`src/rtl/core/cau_pkg.sv`:
```
// Shared types, request codes and saturation helpers of the complex arithmetic unit.
// Depends on nothing; every other file of the unit uses it by scoped names.
`default_nettype none

package cau_pkg;

    localparam int DW  = 16;          // bits per real or imaginary part
    localparam int FB  = 8;           // fraction bits
    localparam int NW  = 2 * DW;      // magnitude width of a product sum
    localparam int QN  = DW + 1;      // quotient and root bits, one per iteration stage
    localparam int SRW = DW + 2;      // square root remainder width

    typedef enum logic [2:0] {
        OP_ADD  = 3'd0,
        OP_SUB  = 3'd1,
        OP_MUL  = 3'd2,
        OP_DIV  = 3'd3,
        OP_MAG  = 3'd4,
        OP_CONJ = 3'd5
    } op_t;

    typedef enum logic [1:0] {
        ST_OK   = 2'd0,
        ST_SAT  = 2'd1,
        ST_DIVZ = 2'd2
    } status_t;

    typedef struct packed {
        logic [2:0]           req_type;
        logic signed [DW-1:0] a_re;
        logic signed [DW-1:0] a_im;
        logic signed [DW-1:0] b_re;
        logic signed [DW-1:0] b_im;
    } req_t;

    typedef struct packed {
        logic signed [DW-1:0] res_re;
        logic signed [DW-1:0] res_im;
        status_t              status;
    } res_t;

    // State of one request while it walks through the divider and root stages.
    typedef struct packed {
        logic [2:0]      op;
        res_t            simple;
        logic            dz;
        logic            re_neg;
        logic            im_neg;
        logic            re_ovf;
        logic            im_ovf;
        logic [NW-1:0]   d;
        logic [NW-1:0]   re_rem;
        logic [NW-1:0]   im_rem;
        logic [QN-1:0]   re_q;
        logic [QN-1:0]   im_q;
        logic [2*QN-1:0] sq_v;
        logic [SRW-1:0]  sq_rem;
        logic [QN-1:0]   sq_root;
    } iter_t;

    typedef struct packed {
        logic          sat;
        logic [DW-1:0] val;
    } satv_t;

    // Clamp a sign and magnitude pair to the signed part range.
    function automatic satv_t sat_mag(input logic neg, input logic [NW:0] mag);
        satv_t       r;
        logic [NW:0] lim;
        lim   = (NW+1)'(1) << (DW - 1);
        r.sat = 1'b0;
        if (neg) begin
            if (mag > lim) begin
                r.sat = 1'b1;
                r.val = lim[DW-1:0];
            end else begin
                r.val = (~mag[DW-1:0]) + DW'(1);
            end
        end else if (mag > lim - (NW+1)'(1)) begin
            r.sat = 1'b1;
            r.val = {1'b0, {(DW-1){1'b1}}};
        end else begin
            r.val = mag[DW-1:0];
        end
        return r;
    endfunction

    // Clamp a signed value one bit wider than a part.
    function automatic satv_t sat_sig(input logic signed [DW:0] x);
        logic signed [DW+1:0] xe;
        logic                 neg;
        neg = x[DW];
        xe  = {x[DW], x};
        if (neg) begin
            xe = -xe;
        end
        return sat_mag(neg, (NW+1)'($unsigned(xe)));
    endfunction

endpackage

`default_nettype wire

```
`src/rtl/core/cau_back.sv`:
```
// Back end: picks the result of the request type, saturates quotient and root,
// and holds the output register that drives the result channel. Depends on cau_pkg.
`default_nettype none

module cau_back (
    input  wire logic           clk,
    input  wire logic           rst_n,
    input  wire logic           in_vld,
    input  wire cau_pkg::iter_t in_st,
    output logic                adv,
    output logic                out_valid,
    input  wire logic           out_ready,
    output cau_pkg::res_t       out_res
);

    localparam int NW = cau_pkg::NW;

    logic          out_vld_reg;
    cau_pkg::res_t res_reg, res_next;

    assign adv = !out_vld_reg || out_ready;

    always_comb
    begin
        logic [NW:0]    q_re, q_im;
        cau_pkg::satv_t s_re;
        cau_pkg::satv_t s_im;
        q_re     = in_st.re_ovf ? '1 : (NW+1)'(in_st.re_q);
        q_im     = in_st.im_ovf ? '1 : (NW+1)'(in_st.im_q);
        s_re     = '0;
        s_im     = '0;
        res_next = in_st.simple;
        case (in_st.op)
            cau_pkg::OP_DIV:
            begin
                if (in_st.dz) begin
                    res_next.res_re = '0;
                    res_next.res_im = '0;
                    res_next.status = cau_pkg::ST_DIVZ;
                end else begin
                    s_re = cau_pkg::sat_mag(in_st.re_neg && (q_re != '0), q_re);
                    s_im = cau_pkg::sat_mag(in_st.im_neg && (q_im != '0), q_im);
                    res_next.res_re = s_re.val;
                    res_next.res_im = s_im.val;
                    res_next.status = (s_re.sat || s_im.sat) ? cau_pkg::ST_SAT
                                                             : cau_pkg::ST_OK;
                end
            end
            cau_pkg::OP_MAG:
            begin
                s_re = cau_pkg::sat_mag(1'b0, (NW+1)'(in_st.sq_root));
                res_next.res_re = s_re.val;
                res_next.res_im = '0;
                res_next.status = s_re.sat ? cau_pkg::ST_SAT : cau_pkg::ST_OK;
            end
            default:
            begin
            end
        endcase
    end

    always_ff @(posedge clk or negedge rst_n)
    begin
        if (!rst_n) begin
            out_vld_reg <= 1'b0;
        end else if (adv) begin
            out_vld_reg <= in_vld;
        end
    end

    always_ff @(posedge clk)
    begin
        if (adv) begin
            res_reg <= res_next;
        end
    end

    assign out_valid = out_vld_reg;
    assign out_res   = res_reg;

endmodule

`default_nettype wire

```
`config.mk`:
```
export PLATFORM = sky130hd
export DESIGN_NAME = cau_back
export DESIGN_NICKNAME = d
export VERILOG_FILES = /design/src/rtl/core/cau_pkg.sv /design/src/rtl/core/cau_back.sv
export SDC_FILE = /design/constraint.sdc
export NUM_CORES = 1
export LEC_CHECK = 0
export BUFFER_PORTS_ARGS = -buffer_cell sky130_fd_sc_hd__buf_2
export CAP_MARGIN = 20
export CORE_AREA = 2 2 109 111
export DETAILED_ROUTE_END_ITERATION = 8
export DIE_AREA = 0 0 111 113
export SLEW_MARGIN = 30
export SYNTH_ARGS = -nofsm -noshare
export SYNTH_HDL_FRONTEND = slang
export SYNTH_SLANG_ARGS = --single-unit
```
`constraint.sdc`:
```
create_clock -name clk -period 3.6 [get_ports clk]
set_input_delay 0.72 -clock clk [delete_from_list [all_inputs] [get_ports clk]]
set_output_delay 0.72 -clock clk [all_outputs]
set_load 0.01 [all_outputs]
```
# After elaboration in Yosys (flattened, before gate mapping)
# Cells that the tools add are included.
word_totals:
  out_inout_bits: 36
  in_bits: 245
  wordCells: 45
  reg_bits: 35
op_classes:
  magnitude_cmp: 5
  add_sub_neg: 2
  n_bitwise: 2
  n_eq_ne: 2
  n_mux: 23
  reduce_logical: 7
ops:
  columns: ["op", "n"]
  rows:
  - ["$mux 17", 7]
  - ["$mux 16", 5]
  - ["$pmux 34 s2", 1]
  - ["$gt 33x15->1 const B", 2]
  - ["$gt 33x16->1 const B", 2]
  - ["$mux 33", 2]
  - ["$reduce_bool 33->1", 2]
  - ["$mux 34", 1]
  - ["$add 16x1->16 const B", 2]
  - ["$not 16->16", 2]
  - ["$gt 17x15->1 const B", 1]
  - ["$mux 1", 7]
  - ["$eq 3x2->1 const B", 1]
  - ["$eq 3x3->1 const B", 1]
  - ["$logic_and 1x1->1", 2]
  - ["$logic_or 1x1->1", 2]
  - ["$logic_not 1->1", 1]

# Longest topological paths before layout
depth:
  ltp_word: 11
  depth_mapped: 7
  mapped_depth_nobuf: 5

# Worst setup path after synthesis
# Ideal clock, no wire load.
synth_path:
  path_kind: "input to register"
  start: "in in_st[199] (netlist bit)"
  end: "reg res_reg (netlist bit out_res[14]), data pin"
  stages: 6
  n_path_buf: 1
  setup_time_ps: 257
  setup_slack_ps: 1067
  required_time_ps: 3343
  arrival_time_ps: 2276
  cell_sequence: "clkbuf_1 -> nor3_1 -> nand2_2 -> or3_1 -> a211o_1 -> a32o_1"
synth_rtl:
  columns: ["item", "line_no", "source"]
  rows:
  - ["start: declaration", "cau_back.sv:9", "input wire cau_pkg::iter_t in_st,"]
  - ["end signal: assignment", "cau_back.sv:74", "res_reg <= res_next;"]
  - ["end: declaration", "cau_back.sv:19", "cau_pkg::res_t res_reg, res_next;"]

==> results_dict.tcl <==
set metrics [dict create \
    power_density_mw_per_mm2 337 \
    finalSetupTns_ps 0 \
    synth.ff_latch_count 35 \
    number_of_hold_violations_in_the_final_report 0 \
    cp.required_ps 3670 \
    largest_net_degree_at_the_start_of_global_routing 36 \
    dp.cells 583 \
    place.port_buffers 132 \
    synth_enable_flop_cells 34 \
    dpl_worst_slack_ps 548 \
    total_via_count_in_the_routed_design 3312 \
    final_nets 692 \
    drt-vias-per-instance 5.60 \
    clock_sinks 35 \
    start_util 0.247 \
    worst_slew_margin 0.522 \
    net-switching-power_mw 0.372 \
    placer_congestion_estimate 0.894 \
    clock_skew_ps 5.46 \
    wl_um 11700 \
    timing.setup.critical_path_class "input port to flip-flop" \
    synth_warnings 0 \
    gr-usage-all-layers 0.179 \
    synth_nets 567 \
    critical_path_arrival_ps 2930 \
    hp-class "input port to async pin" \
    chipHeight_um 113 \
    ys_types 62 \
    grt_first_pass_wirelength_um 17600 \
    dominantRegCellSynth "edfxtp_1" \
    layout-area-overhead-vs-synth_pct 34.6 \
    h-tree-depth 2 \
    cts_resized 0 \
    fillers 1209 \
    cellInternalPower_mw 0.893 \
    tritoncts.num_buffers 5 \
    power.share.switching 0.294 \
    antenna_left 0 \
    cap_viol_max_count 0 \
    die_area_sq_mm 0.0125 \
    post_route_cells_drive_above_1_share 0.359 \
    placement_rows 39 \
    final_worst_path_cycle_share 0.794 \
    first_global_vias 3051 \
    post-dp-hpwl_um 8750 \
    initial_antenna_violation_count 2 \
    floorplan.core_area_sq_mm 0.0113 \
    detailedRoute.firstPassIterationCount 5 \
    sequential_power_share 0.402 \
    dieWidth_um 111 \
    io_pins 281 \
    cts.clk_slew.worst_paths_ps 60 \
    endpoint_kind "flip-flop" \
    clk_path_buf_depth 2 \
    post_dr_wirelength_cell_um 19.7 \
    cts_setup_buffers 0 \
    async_flop_share 0.0286 \
    detailed_route_drc_error_count 0 \
    cts_tree "built" \
    max_freq_mhz 350 \
    critical_path.startpoint_type "input port" \
    combPwrFrac 0.243 \
    layout_commonest_cell "buf_2" \
    drt-initial-drc-count 382 \
    timing.final.ws_setup_ps 743 \
    cp_max_fo 27 \
    synthesis.area_sq_mm 0.00279 \
    post-layout-total-power_mw 1.27 \
    layout.cells.most_common_list "132 x buf_2, 34 x edfxtp_1, 31 x nor2_1, 20 x nand2_1, 20 x o21ai_0" \
    syn-instance-count 322 \
    unrepaired_setup_endpoints_after_global_routing "false" \
    clk-insertion-delay-late_ps 280 \
    clock_power_share 0.355 \
    ir_drop_uv 171 \
    setup-violations-final 0 \
    n_antenna_cell 0 \
    timing_max_transition_violations_final 0 \
    cts-hold-fix-buffers 0 \
    worstMarginPinSlew_ps 713 \
    final_cell_count_no_fill 591 \
    sequential_area_share_after_synthesis 0.376 \
    run_status "completed" \
    cts_root_buffer "clkbuf_16" \
    overflow 0 \
    leakage_power_nw 1.45 \
    final_period_minus_worst_setup_slack_ps 2860 \
    synthesis.area_per_instance_sq_um 8.65 \
]
## power groups by stage
stage                     Clock, mW  Combinational [mW]  Sequential, mW
final                         0.449               0.307           0.509
after global routing          0.479               0.335           0.513
after CTS                     0.462               0.306           0.510
after detailed placement          0               0.304           0.516
after global placement            0               0.301           0.517
after floorplan                   0               0.124           0.538
## worst max-delay path, stage by stage
cell and delay [ps]:
buf_2 250, nor4_1 560, nand4b_1 320, o21ai_1 660
a21oi_1 90, a211oi_1 340
## metrics by stage
stage	hold slack, ps	instance area [sq um]	util
2_1_floorplan	424	2790	-
3_3_place_gp	502	3600	0.319
3_5_place_dp	499	3600	0.319
4_1_cts	203	3740	0.332
5_1_grt	198	3750	0.333
6_report	211	3750	0.333
## synthesized netlist by cell type (2+ instances only)
master	count	area (sq um)
a22o_1	4	35.0
a31oi_1	5	31.3
o211ai_1	10	75.1
o41ai_1	3	26.3
or4_1	7	52.6
xor2_1	2	17.5
or3_1	9	56.3
a221o_1	2	20.0
nand2b_1	4	25.0
or2_2	4	25.0
o21ai_0	20	100
nor4_1	10	62.6
a32o_1	5	50.1
o21ai_1	4	20.0
nor3_1	19	95.1
nand3_1	6	30.0
a2111oi_0	2	17.5
o221ai_1	2	17.5
a21o_1	4	30.0
o21a_1	11	82.6
o22ai_1	4	25.0
a211oi_1	8	60.1
nand2_1	20	75.1
o311ai_1	4	35.0
nor3b_1	2	15.0
a21oi_1	19	95.1
inv_1	3	11.3
clkbuf_1	19	71.3
edfxtp_1	34	1020
a21boi_0	2	15.0
nor2_1	31	116
o31ai_1	13	97.6
## kinds of logic after synthesis
logic type | Yosys count | share of synthesized area
and+or+nand+nor | 126 | 0.244
xor gates and xnor gates | 2 | 0.00629
muxes | 2 | 0.00764
buffers and inverters | 25 | 0.0368
DFF | 35 | 0.376
AOI/OAI and AO/OA | 132 | 0.330
## state kept, by name, summed over array words and instances, names as in the netlist
signal,flops
out_res,34
out_valid,1
## layer usage
layer	part of all wire	vias up	GRT usage
li1	-	1550	-
met1	0.51	1545	0.290
met2	0.38	196	0.232
met3	0.084	17	0.0412
met4	0.014	4	0.0475
met5	0.0023	-	0
## final timing paths
path	start	end	slack (ps)	cells after the start
setup / recovery	in_st[199]	out_res[15]	740	6
hold / removal	rst_n	out_valid	210	1
setup reg to reg	out_valid	out_res[32]	2310	2
hold reg to reg	out_valid	out_valid	930	3
max in group asynchronous	rst_n	out_valid	3300	1
min in group clk	in_vld	out_valid	690	2
## cell type report
class,instances,area [sq um],share of cell area
timing repair buffer,139,713,0.190
sequential,35,1050,0.279
multi-input combinational,262,1650,0.440
tap,143,179,0.0477
inverter,4,15.0,0.00401
clock inverter,1,5.00,0.00134
clock buffer,7,143,0.0381
Power figures use the tool's default switching activity.
