File: src/rtl/core/cau_pkg.sv
// Shared types, request codes and saturation helpers of the complex arithmetic unit.
// Depends on nothing; every other file of the unit uses it by scoped names.
`default_nettype none

package cau_pkg;

    localparam int DW  = 16;          // bits per real or imaginary part
    localparam int FB  = 8;           // fraction bits
    localparam int NW  = 2 * DW;      // magnitude width of a product sum
    localparam int QN  = DW + 1;      // quotient and root bits, one per iteration stage
    localparam int SRW = DW + 2;      // square root remainder width

    typedef enum logic [2:0] {
        OP_ADD  = 3'd0,
        OP_SUB  = 3'd1,
        OP_MUL  = 3'd2,
        OP_DIV  = 3'd3,
        OP_MAG  = 3'd4,
        OP_CONJ = 3'd5
    } op_t;

    typedef enum logic [1:0] {
        ST_OK   = 2'd0,
        ST_SAT  = 2'd1,
        ST_DIVZ = 2'd2
    } status_t;

    typedef struct packed {
        logic [2:0]           req_type;
        logic signed [DW-1:0] a_re;
        logic signed [DW-1:0] a_im;
        logic signed [DW-1:0] b_re;
        logic signed [DW-1:0] b_im;
    } req_t;

    typedef struct packed {
        logic signed [DW-1:0] res_re;
        logic signed [DW-1:0] res_im;
        status_t              status;
    } res_t;

    // State of one request while it walks through the divider and root stages.
    typedef struct packed {
        logic [2:0]      op;
        res_t            simple;
        logic            dz;
        logic            re_neg;
        logic            im_neg;
        logic            re_ovf;
        logic            im_ovf;
        logic [NW-1:0]   d;
        logic [NW-1:0]   re_rem;
        logic [NW-1:0]   im_rem;
        logic [QN-1:0]   re_q;
        logic [QN-1:0]   im_q;
        logic [2*QN-1:0] sq_v;
        logic [SRW-1:0]  sq_rem;
        logic [QN-1:0]   sq_root;
    } iter_t;

    typedef struct packed {
        logic          sat;
        logic [DW-1:0] val;
    } satv_t;

    // Clamp a sign and magnitude pair to the signed part range.
    function automatic satv_t sat_mag(input logic neg, input logic [NW:0] mag);
        satv_t       r;
        logic [NW:0] lim;
        lim   = (NW+1)'(1) << (DW - 1);
        r.sat = 1'b0;
        if (neg) begin
            if (mag > lim) begin
                r.sat = 1'b1;
                r.val = lim[DW-1:0];
            end else begin
                r.val = (~mag[DW-1:0]) + DW'(1);
            end
        end else if (mag > lim - (NW+1)'(1)) begin
            r.sat = 1'b1;
            r.val = {1'b0, {(DW-1){1'b1}}};
        end else begin
            r.val = mag[DW-1:0];
        end
        return r;
    endfunction

    // Clamp a signed value one bit wider than a part.
    function automatic satv_t sat_sig(input logic signed [DW:0] x);
        logic signed [DW+1:0] xe;
        logic                 neg;
        neg = x[DW];
        xe  = {x[DW], x};
        if (neg) begin
            xe = -xe;
        end
        return sat_mag(neg, (NW+1)'($unsigned(xe)));
    endfunction

endpackage

`default_nettype wire

File: src/rtl/core/cau_step.sv
// One iteration stage: a restoring divide step on both quotient parts and a
// digit step of the square root. Depends on cau_pkg.
`default_nettype none

module cau_step (
    input  wire logic           clk,
    input  wire logic           rst_n,
    input  wire logic           adv,
    input  wire logic           in_vld,
    input  wire cau_pkg::iter_t in_st,
    output logic                out_vld,
    output cau_pkg::iter_t      out_st
);

    localparam int NW  = cau_pkg::NW;
    localparam int QN  = cau_pkg::QN;
    localparam int SRW = cau_pkg::SRW;

    logic           vld_reg;
    cau_pkg::iter_t st_reg, st_next;

    always_comb
    begin
        logic [NW:0]    r2_re, r2_im;
        logic           ge_re, ge_im, ge_sq;
        logic [SRW+1:0] rem4, trial;
        st_next = in_st;

        r2_re          = {in_st.re_rem, in_st.re_q[QN-1]};
        ge_re          = r2_re >= {1'b0, in_st.d};
        r2_re          = ge_re ? r2_re - {1'b0, in_st.d} : r2_re;
        st_next.re_rem = r2_re[NW-1:0];
        st_next.re_q   = {in_st.re_q[QN-2:0], ge_re};

        r2_im          = {in_st.im_rem, in_st.im_q[QN-1]};
        ge_im          = r2_im >= {1'b0, in_st.d};
        r2_im          = ge_im ? r2_im - {1'b0, in_st.d} : r2_im;
        st_next.im_rem = r2_im[NW-1:0];
        st_next.im_q   = {in_st.im_q[QN-2:0], ge_im};

        // Bring down two radicand bits and try the next root bit.
        rem4            = {in_st.sq_rem, in_st.sq_v[2*QN-1:2*QN-2]};
        trial           = (SRW+2)'({in_st.sq_root, 2'b01});
        ge_sq           = rem4 >= trial;
        rem4            = ge_sq ? rem4 - trial : rem4;
        st_next.sq_rem  = rem4[SRW-1:0];
        st_next.sq_root = {in_st.sq_root[QN-2:0], ge_sq};
        st_next.sq_v    = {in_st.sq_v[2*QN-3:0], 2'b00};
    end

    always_ff @(posedge clk or negedge rst_n)
    begin
        if (!rst_n) begin
            vld_reg <= 1'b0;
        end else if (adv) begin
            vld_reg <= in_vld;
        end
    end

    always_ff @(posedge clk)
    begin
        if (adv) begin
            st_reg <= st_next;
        end
    end

    assign out_vld = vld_reg;
    assign out_st  = st_reg;

endmodule

`default_nettype wire

File: config.mk
export PLATFORM = sky130hd
export DESIGN_NAME = cau_step
export DESIGN_NICKNAME = d
export VERILOG_FILES = /design/src/rtl/core/cau_pkg.sv /design/src/rtl/core/cau_step.sv
export SDC_FILE = /design/constraint.sdc
export NUM_CORES = 1
export LEC_CHECK = 0
export BUFFER_PORTS_ARGS = -buffer_cell sky130_fd_sc_hd__buf_2
export CAP_MARGIN = 5
export CORE_AREA = 2 2 189 191
export CTS_CLUSTER_SIZE = 24
export DETAILED_ROUTE_END_ITERATION = 16
export DIE_AREA = 0 0 191 193
export GPL_ROUTABILITY_DRIVEN = 1
export GPL_TIMING_DRIVEN = 0
export PLACE_DENSITY = 0.72
export REMOVE_ABC_BUFFERS = 1
export SLEW_MARGIN = 20
export SYNTH_ARGS = -nofsm -noshare
export SYNTH_HDL_FRONTEND = slang
export SYNTH_SLANG_ARGS = --single-unit
File: constraint.sdc
create_clock -name clk -period 1.55 [get_ports clk]
set_input_delay 0.2325 -clock clk [delete_from_list [all_inputs] [get_ports clk]]
set_output_delay 0.2325 -clock clk [all_outputs]
set_load 0.01 [all_outputs]
Word-level counts from Yosys, hierarchy flattened
Cells that the tools add are included.

cells by class
  add/subtract/negate cells = 3
  order comparisons = 3
  multiplexer cells = 3

operators with widths
  kind                                                            count
  33-bit by 32-bit greater-or-equal comparator with 1-bit output  2
  32-bit 2-to-1 mux                                               2
  32-bit subtractor                                               2
  20-bit by 19-bit greater-or-equal comparator with 1-bit output  1
  18-bit 2-to-1 mux                                               1
  18-bit subtractor                                               1

word-level totals
  bits in registers = 240
  output and inout bits = 242

Depth between registers and ports, before layout
Gate-level depths: netlist of the first run.

  word-level depth = 2
  depth in mapped cells = 14
  depth with buffers taken out = 11

Worst setup path before layout of the first run
No wires, ideal clock.

  path type = input -> register
  from = input in_st[0] in the netlist's numbering
  to = register st_reg (netlist bit out_st[28]) (data pin)
  data arrival time = 2687 ps
  required time = 1290 ps
  setup slack = -1397 ps
  cell stages on the path = 12
  cell sequence = inv_1 ha_1 nor2b_1 o21ai_0 a21oi_1 o41ai_2 a21oi_1 a311oi_1 o211a_1 buf_4 buf_4 mux2_2

RTL lines
  what                  RTL line        text
  from (decl)           cau_step.sv:10  input wire cau_pkg::iter_t in_st,
  to (signal assigned)  cau_step.sv:63  st_reg <= st_next;
  to (decl)             cau_step.sv:20  cau_pkg::iter_t st_reg, st_next;

==> flow_summary_export.csv, run 1 <==
group,metric,value,unit
cells_and_area,design_area,20930,um2
timing,relSlewSlack,0.5784,
synthesis,synth_edf_count,239,
setup_path,crit_required,1.85,ns
run_status,status,"complete, but fails checks",
die,die_x,191,um
synthesis,synth_area,12850,um2
cts,cts_buffers,28,
hold_path,whs_endpoint,"out_st[134]$_DFFE_PP_",
setup_path,worstPathMaxFanout,8,
pwr,p_comb_frac,0.291,
hold_path,min_path_cells,2,
grt,grt_pass1_wl,71660,um
setup_path,cp-start-kind,"input pin",
grt,antenna_found_initial,8,
synthesis,synth_flop_cell,"edfxtp_1",
synthesis,ys_seq_area_frac,0.5603,
synthesis,async_flop_share,0.004167,
setup_path,r2r_setup_slack,0.81,ns
die,io_pins,487,
place,placed_cells,1989,
pwr,powerDensity,1012,nW/um2
setup_path,cp.arrival,2.75,ns
pwr,pwr-share-seq,0.388,
route,drcViolationCount,0,
die,core_area,34960,um2
pwr,clkPwrFrac,0.321,
grt,grt_max_degree,108,
synthesis,yosysWarnings,0,
pwr,p_switching,0.006210,W
setup_path,worst_setup_path_end_kind,"flip-flop",
timing,whs,0.01678,ns
timing,finalHoldViolCount,0,
setup_path,reg2regPathDepth,1,
route,post_drt_wl_per_cell,22.23,um
cts,clkTransAtPathRegs,0.06,ns
timing,setup_violations,85,
pwr,p_leak,8.853,nW
cts,clock-sinks,240,
route,vias,12336,
timing,rsz0062_at_grt,"true",
timing,max_freq,408.1,MHz
cells_and_area,area_delta_synth_final,62.82,%
timing,fin_skew,0,ns
cts,insertion_delay,0.56,ns
route,viasPerCell,5.288,
die,die_h,193,um
run,maxCapViolations,0,
place,dp_hpwl,34140,um
route,wl,51860,um
synthesis,avgSynthCellArea,11.95,um2
cts,htree_levels,1,
place,portBuffers,484,
grt,overflow,0,
cts,root_buffer,"clkbuf_16",
route,postRouteAntennaNets,0,
place,placedInstanceArea,15770,um2
cells_and_area,layoutNonFillerInstCount,2333,
synthesis,postSynthCellCount,1076,
timing,min_period,2.450,ns
pwr,switching_share,0.2932,
pwr,ir_worst_vdd,0.9654,mV
setup_path,reg2reg_to,"out_vld$_DFFE_PN0P_",
hold_path,worstHoldStart,"in_st[133]",
setup_path,rr_startpoint,"out_vld$_DFFE_PN0P_",
synthesis,synth_cell_types,69,
cts,cts_tree,"done",
timing,worst_slew_pin_slew,0.6259,ns
die,fp.dieArea,36860,um2
timing,drv_slew,0,
place,globalplace.congestion,0.8971,
timing,layout_setup_ws,-0.9004,ns
cells_and_area,layout-drive-gt1-share,0.4421,
route,dr.pass1.iters,5,
die,fp-row-count,69,
synthesis,ys_seq_elements,240,
route,drtIter0Drc,797,
timing,fin_crit_sh,1.581,
cts,cts_buffer_depth,3,
grt,grt_pass1_vias,12157,
hold_path,timing.hold.worst.class,"input pin to flip-flop",
cells_and_area,layout.nets,2172,
die,start_util,0.3676,
grt,grtUsageTotal,0.2608,
pwr,p_int,0.01497,W
run_status,violations,"setup timing",
setup_path,critPathKind,"input pin to flip-flop",
## worst max-delay path, stage by stage
cell	delay, ns
buf_4	0.10
inv_4	0.05
ha_4	0.27
nand4_4	0.11
or4_4	0.51
or4_4	0.44
nand4_1	0.11
nand2_1	0.07
o21a_4	0.14
buf_12	0.14
clkinvlp_4	0.21
mux2i_1	0.23
nand3_1	0.10
## cells in the final DEF, fill, tap and decap left out, drive strengths merged, types with 47 or more instances in the layout
master | netlist | routed
mux2 | 47 | 47
o21ai | 66 | 66
buf | 18 | 569
nor2 | 54 | 54
ha | 83 | 83
nand2 | 84 | 84
inv | 79 | 79
dlygate4sd3 | 0 | 201
edfxtp | 239 | 239
a21oi | 77 | 77
## power groups by stage
stage | Clock [W] | Combinational [W] | Sequential [W]
2_1_floorplan | 0 | 0.00206 | 0.00872
3_3_place_gp | 0 | 0.00429 | 0.00836
3_5_place_dp | 0 | 0.00437 | 0.00832
4_1_cts | 0.00692 | 0.00554 | 0.00821
5_1_grt | 0.00717 | 0.00656 | 0.00828
6_report | 0.00679 | 0.00617 | 0.00822
## logic make-up (layout without fill, tap and decap cells)
| family | after synthesis | after routing | share of synthesized area |
|---|---|---|---|
| compound gates | 270 | 270 | 0.1343 |
| simple gates | 245 | 245 | 0.09238 |
| flops | 240 | 240 | 0.5603 |
| buf+inv | 117 | 904 | 0.03835 |
| fa+ha+maj | 85 | 85 | 0.08391 |
| xor+xnor | 62 | 62 | 0.04225 |
| mux | 56 | 56 | 0.04819 |
| other cells | 1 | 10 | 0.0002917 |
## sequential cells by signal, summed over array words and instances, names as in the netlist
| register | flops |
|---|---|
| out_vld | 1 |
| out_st | 239 |
## layout make-up
cell class,count,area [um2]
Clock buffer,33,719.4
Sequential cell,240,7202
Fill cell,2731,14040
Antenna cell,8,20.02
Timing Repair Buffer,773,5579
Clock inverter,19,219.0
Tap cell,461,576.8
Multi-Input combinational cell,720,6241
Inverter,79,370.4
## metal layers
metal / global-route usage / wire (um) / vias up
met5: 0 / 13 / -
met4: 0.1589 / 3187 / 2
met3: 0.05050 / 3895 / 161
met2: 0.4500 / 25410 / 646
met1: 0.3008 / 19350 / 5947
li1: - / - / 5580
## metrics by stage
step / TNS [ns] / worst slack, ns / util / power (W)
after global routing: -65.80 / -0.9450 / 0.5983 / 0.02202
after detailed placement: -170.68 / -2.361 / 0.4510 / 0.01269
final: -62.24 / -0.9004 / 0.5985 / 0.02118
after global placement: -952.46 / -3.601 / 0.4479 / 0.01265
after floorplan: -137.72 / -2.035 / - / 0.01078
after CTS: -59.12 / -0.8606 / 0.5738 / 0.02067
## Yosys cell counts, drive strengths merged, types with 3 or more instances
cell type	count	share of area
nor2b	8	0.0039
xor2	26	0.018
nor2	54	0.016
nand3	14	0.0055
o21ai	66	0.026
mux2	47	0.041
nor3	14	0.0055
xnor2	36	0.025
or2	3	0.0015
o31a	4	0.0027
nand2	84	0.025
nand4b	3	0.0020
a211oi	12	0.0070
o2111ai	3	0.0020
inv	79	0.023
or4	7	0.0041
nand2b	8	0.0039
and2	4	0.0019
o21a	10	0.0058
a31oi	8	0.0039
o31ai	7	0.0041
edfxtp	239	0.56
a21o	29	0.017
ha	83	0.081
and3	10	0.0049
a21oi	77	0.030
mux2i	9	0.0070
buf	18	0.0094
clkbuf	20	0.0058
o21bai	14	0.0082
o211ai	6	0.0035
a21boi	6	0.0035
nand4	27	0.014
## timing repair
item,CTS,global route
setup endpoints to repair,85,85
cloned,3,4
buffers inserted,56,24
hold endpoints to repair,196,5
hold buffers,196,5
pin swaps,39,23
resized for setup,184,174
## worst max-delay path by stage
| stage | from | to | slack (ns) |
|---|---|---|---|
| 2_1_floorplan | in_st[176] | out_st[159]$_DFFE_PP_ | -2.03 |
| 3_3_place_gp | in_st[176] | out_st[159]$_DFFE_PP_ | -3.60 |
| 3_5_place_dp | in_st[195] | out_st[162]$_DFFE_PP_ | -2.36 |
| 4_1_cts | in_st[168] | out_st[111]$_DFFE_PP_ | -0.86 |
| 5_1_grt | in_st[190] | out_st[162]$_DFFE_PP_ | -0.95 |
| 6_report | in_st[195] | out_st[162]$_DFFE_PP_ | -0.90 |
Power figures use the tool's default switching activity.
==> run 2, diff against run 1 <==
==> constraint.sdc (replaced) <==
create_clock -name clk -period 1.55 [get_ports clk]
set_input_delay 0.0775 -clock clk [delete_from_list [all_inputs] [get_ports clk]]
set_output_delay 0.0775 -clock clk [all_outputs]
set_load 0.01 [all_outputs]
==> run 2 against run 1 <==
Net effect: the run still ends with setup timing left; power down 0.74%; flip-flop and latch count unchanged; largest cell class unchanged; critical path depth shrank 2; setup slack better by 0.15 ns; sequential share of layout area grew 0.074 points; combinational power shrank 3%; clock-buffer cell count unchanged; register-to-register slack hardly changed; non-clock buffer count up 27.
==> flow_summary_export.csv, run 2 (synthesized netlist as in run 1, its figures left out) <==
group,metric,value,unit
run_status,status,"complete, but fails checks",
run_status,violations,"setup timing",
pwr,ir_worst_vdd,1.069,mV
cells_and_area,design_area,20880,um2
timing,fin_crit_sh,1.484,
cts,cts_buffer_depth,3,
grt,grt_max_degree,108,
cts,htree_levels,1,
die,fp-row-count,69,
timing,setup_violations,85,
timing,relSlewSlack,0.6181,
setup_path,cp-start-kind,"input pin",
route,wl,51900,um
cts,root_buffer,"clkbuf_16",
setup_path,critPathKind,"input pin to flip-flop",
pwr,powerDensity,1007,nW/um2
pwr,p_switching,0.006143,W
timing,worst_slew_pin_slew,0.5729,ns
die,core_area,34960,um2
route,dr.pass1.iters,5,
route,vias,12510,
timing,rsz0062_at_grt,"true",
route,post_drt_wl_per_cell,21.98,um
setup_path,worstPathMaxFanout,12,
timing,finalHoldViolCount,0,
timing,layout_setup_ws,-0.7502,ns
place,portBuffers,484,
die,fp.dieArea,36860,um2
cts,insertion_delay,0.56,ns
die,die_x,191,um
pwr,clkPwrFrac,0.324,
route,drcViolationCount,0,
cells_and_area,largest_reg_flops,239,
grt,grt_pass1_vias,12501,
route,viasPerCell,5.299,
pwr,pwr-share-seq,0.391,
die,io_pins,487,
grt,overflow,0,
route,drtIter0Drc,843,
cts,cts_tree,"done",
cells_and_area,layout_common_cells,"464 x buf_2, 241 x dlygate4sd3_1, 239 x edfxtp_1, 83 x nand2_1, 67 x a21oi_1",
grt,grtUsageTotal,0.2680,
place,dp_hpwl,34140,um
cells_and_area,layout.nets,2199,
timing,fin_skew,0,ns
run,maxCapViolations,0,
timing,min_period,2.300,ns
pwr,p_int,0.01488,W
die,die_h,193,um
cells_and_area,fill_cells,2717,
timing,final.setup.tns,-52.06,ns
timing,drv_slew,0,
pwr,p_leak,8.885,nW
grt,grt_pass1_wl,73690,um
route,postRouteAntennaNets,0,
setup_path,cp.arrival,2.61,ns
cts,cts_buffers,28,
pwr,switching_share,0.2922,
timing,whs,0.01951,ns
setup_path,worst_setup_path_end_kind,"flip-flop",
timing,max_freq,434.7,MHz
die,start_util,0.3676,
setup_path,crit_required,1.86,ns
hold_path,timing.hold.worst.class,"input pin to flip-flop",
cts,clock-sinks,240,
cells_and_area,layout-drive-gt1-share,0.4098,
pwr,power.total,0.02102,W
pwr,p_comb_frac,0.285,
cts,clkTransAtPathRegs,0.06,ns
place,placedInstanceArea,15770,um2
cells_and_area,layout_commonest_cell,"buf_2",
cells_and_area,area_delta_synth_final,62.46,%
place,globalplace.congestion,0.8971,
grt,antenna_found_initial,10,
[run 2: stage by stage]
step / setup WS, ns / std cells / util
2_1_floorplan: -1.880 / 1039 / -
3_3_place_gp: -3.446 / 1984 / 0.4479
3_5_place_dp: -2.206 / 1989 / 0.4510
4_1_cts: -0.7056 / 2340 / 0.5864
5_1_grt: -0.8290 / 2358 / 0.5970
6_report: -0.7502 / 2361 / 0.5972
[run 2: area by class of cell]
type / instances / area [um2] / share of cell area
Timing Repair Buffer: 800 / 5771 / 0.2763
Tap cell: 461 / 576.8 / 0.02762
Inverter: 79 / 330.3 / 0.01582
Multi-Input combinational cell: 720 / 6042 / 0.2893
Clock buffer: 33 / 719.4 / 0.03445
Clock inverter: 19 / 219.0 / 0.01049
Antenna cell: 9 / 22.52 / 0.001078
Sequential cell: 240 / 7202 / 0.3449
[run 2: worst paths after layout]
check                                          from  cells after the start                    end  slack [ns]
worst max-delay path                     in_st[186]                     11  out_st[111]$_DFFE_PP_       -0.75
worst min-delay path                     in_st[168]                      3  out_st[104]$_DFFE_PP_        0.02
worst max register to register  out_vld$_DFFE_PN0P_                      1    out_vld$_DFFE_PN0P_        0.81
worst min register to register  out_vld$_DFFE_PN0P_                      1    out_vld$_DFFE_PN0P_        0.51
max in group asynchronous                     rst_n                      3    out_vld$_DFFE_PN0P_        1.08
min in group asynchronous                     rst_n                      3    out_vld$_DFFE_PN0P_        0.37
[run 2: critical path, cell delays in order]
cell	delay (ns)
buf_2	0.09
inv_1	0.12
ha_4	0.32
nand4_1	0.26
nor4b_4	0.34
a221oi_4	0.13
a311o_1	0.38
a22oi_2	0.24
buf_6	0.17
buf_12	0.14
mux2_2	0.34
[run 2: metal layers]
layer	GRT usage	routed length, um	vias up
met5	0	27	-
met4	0.1667	3489	4
met3	0.05629	4161	180
met2	0.4579	24750	687
met1	0.3085	19480	5990
li1	-	-	5649
[run 2: power groups by stage]
stage | combinational [W] | sequential, W | clock [W]
after CTS | 0.00563 | 0.00821 | 0.00692
after global placement | 0.00429 | 0.00836 | 0
after floorplan | 0.00206 | 0.00872 | 0
after global routing | 0.00639 | 0.00828 | 0.00718
final | 0.00599 | 0.00822 | 0.00682
after detailed placement | 0.00437 | 0.00832 | 0
[run 2: repair_timing]
action | in CTS | in global routing
pin swaps | 39 | 18
hold buffers | 240 | 1
gates resized for setup | 184 | 57
gates cloned | 3 | 0
setup buffers | 56 | 11
setup endpoints to repair | 85 | 85
hold endpoints to repair | 274 | 1
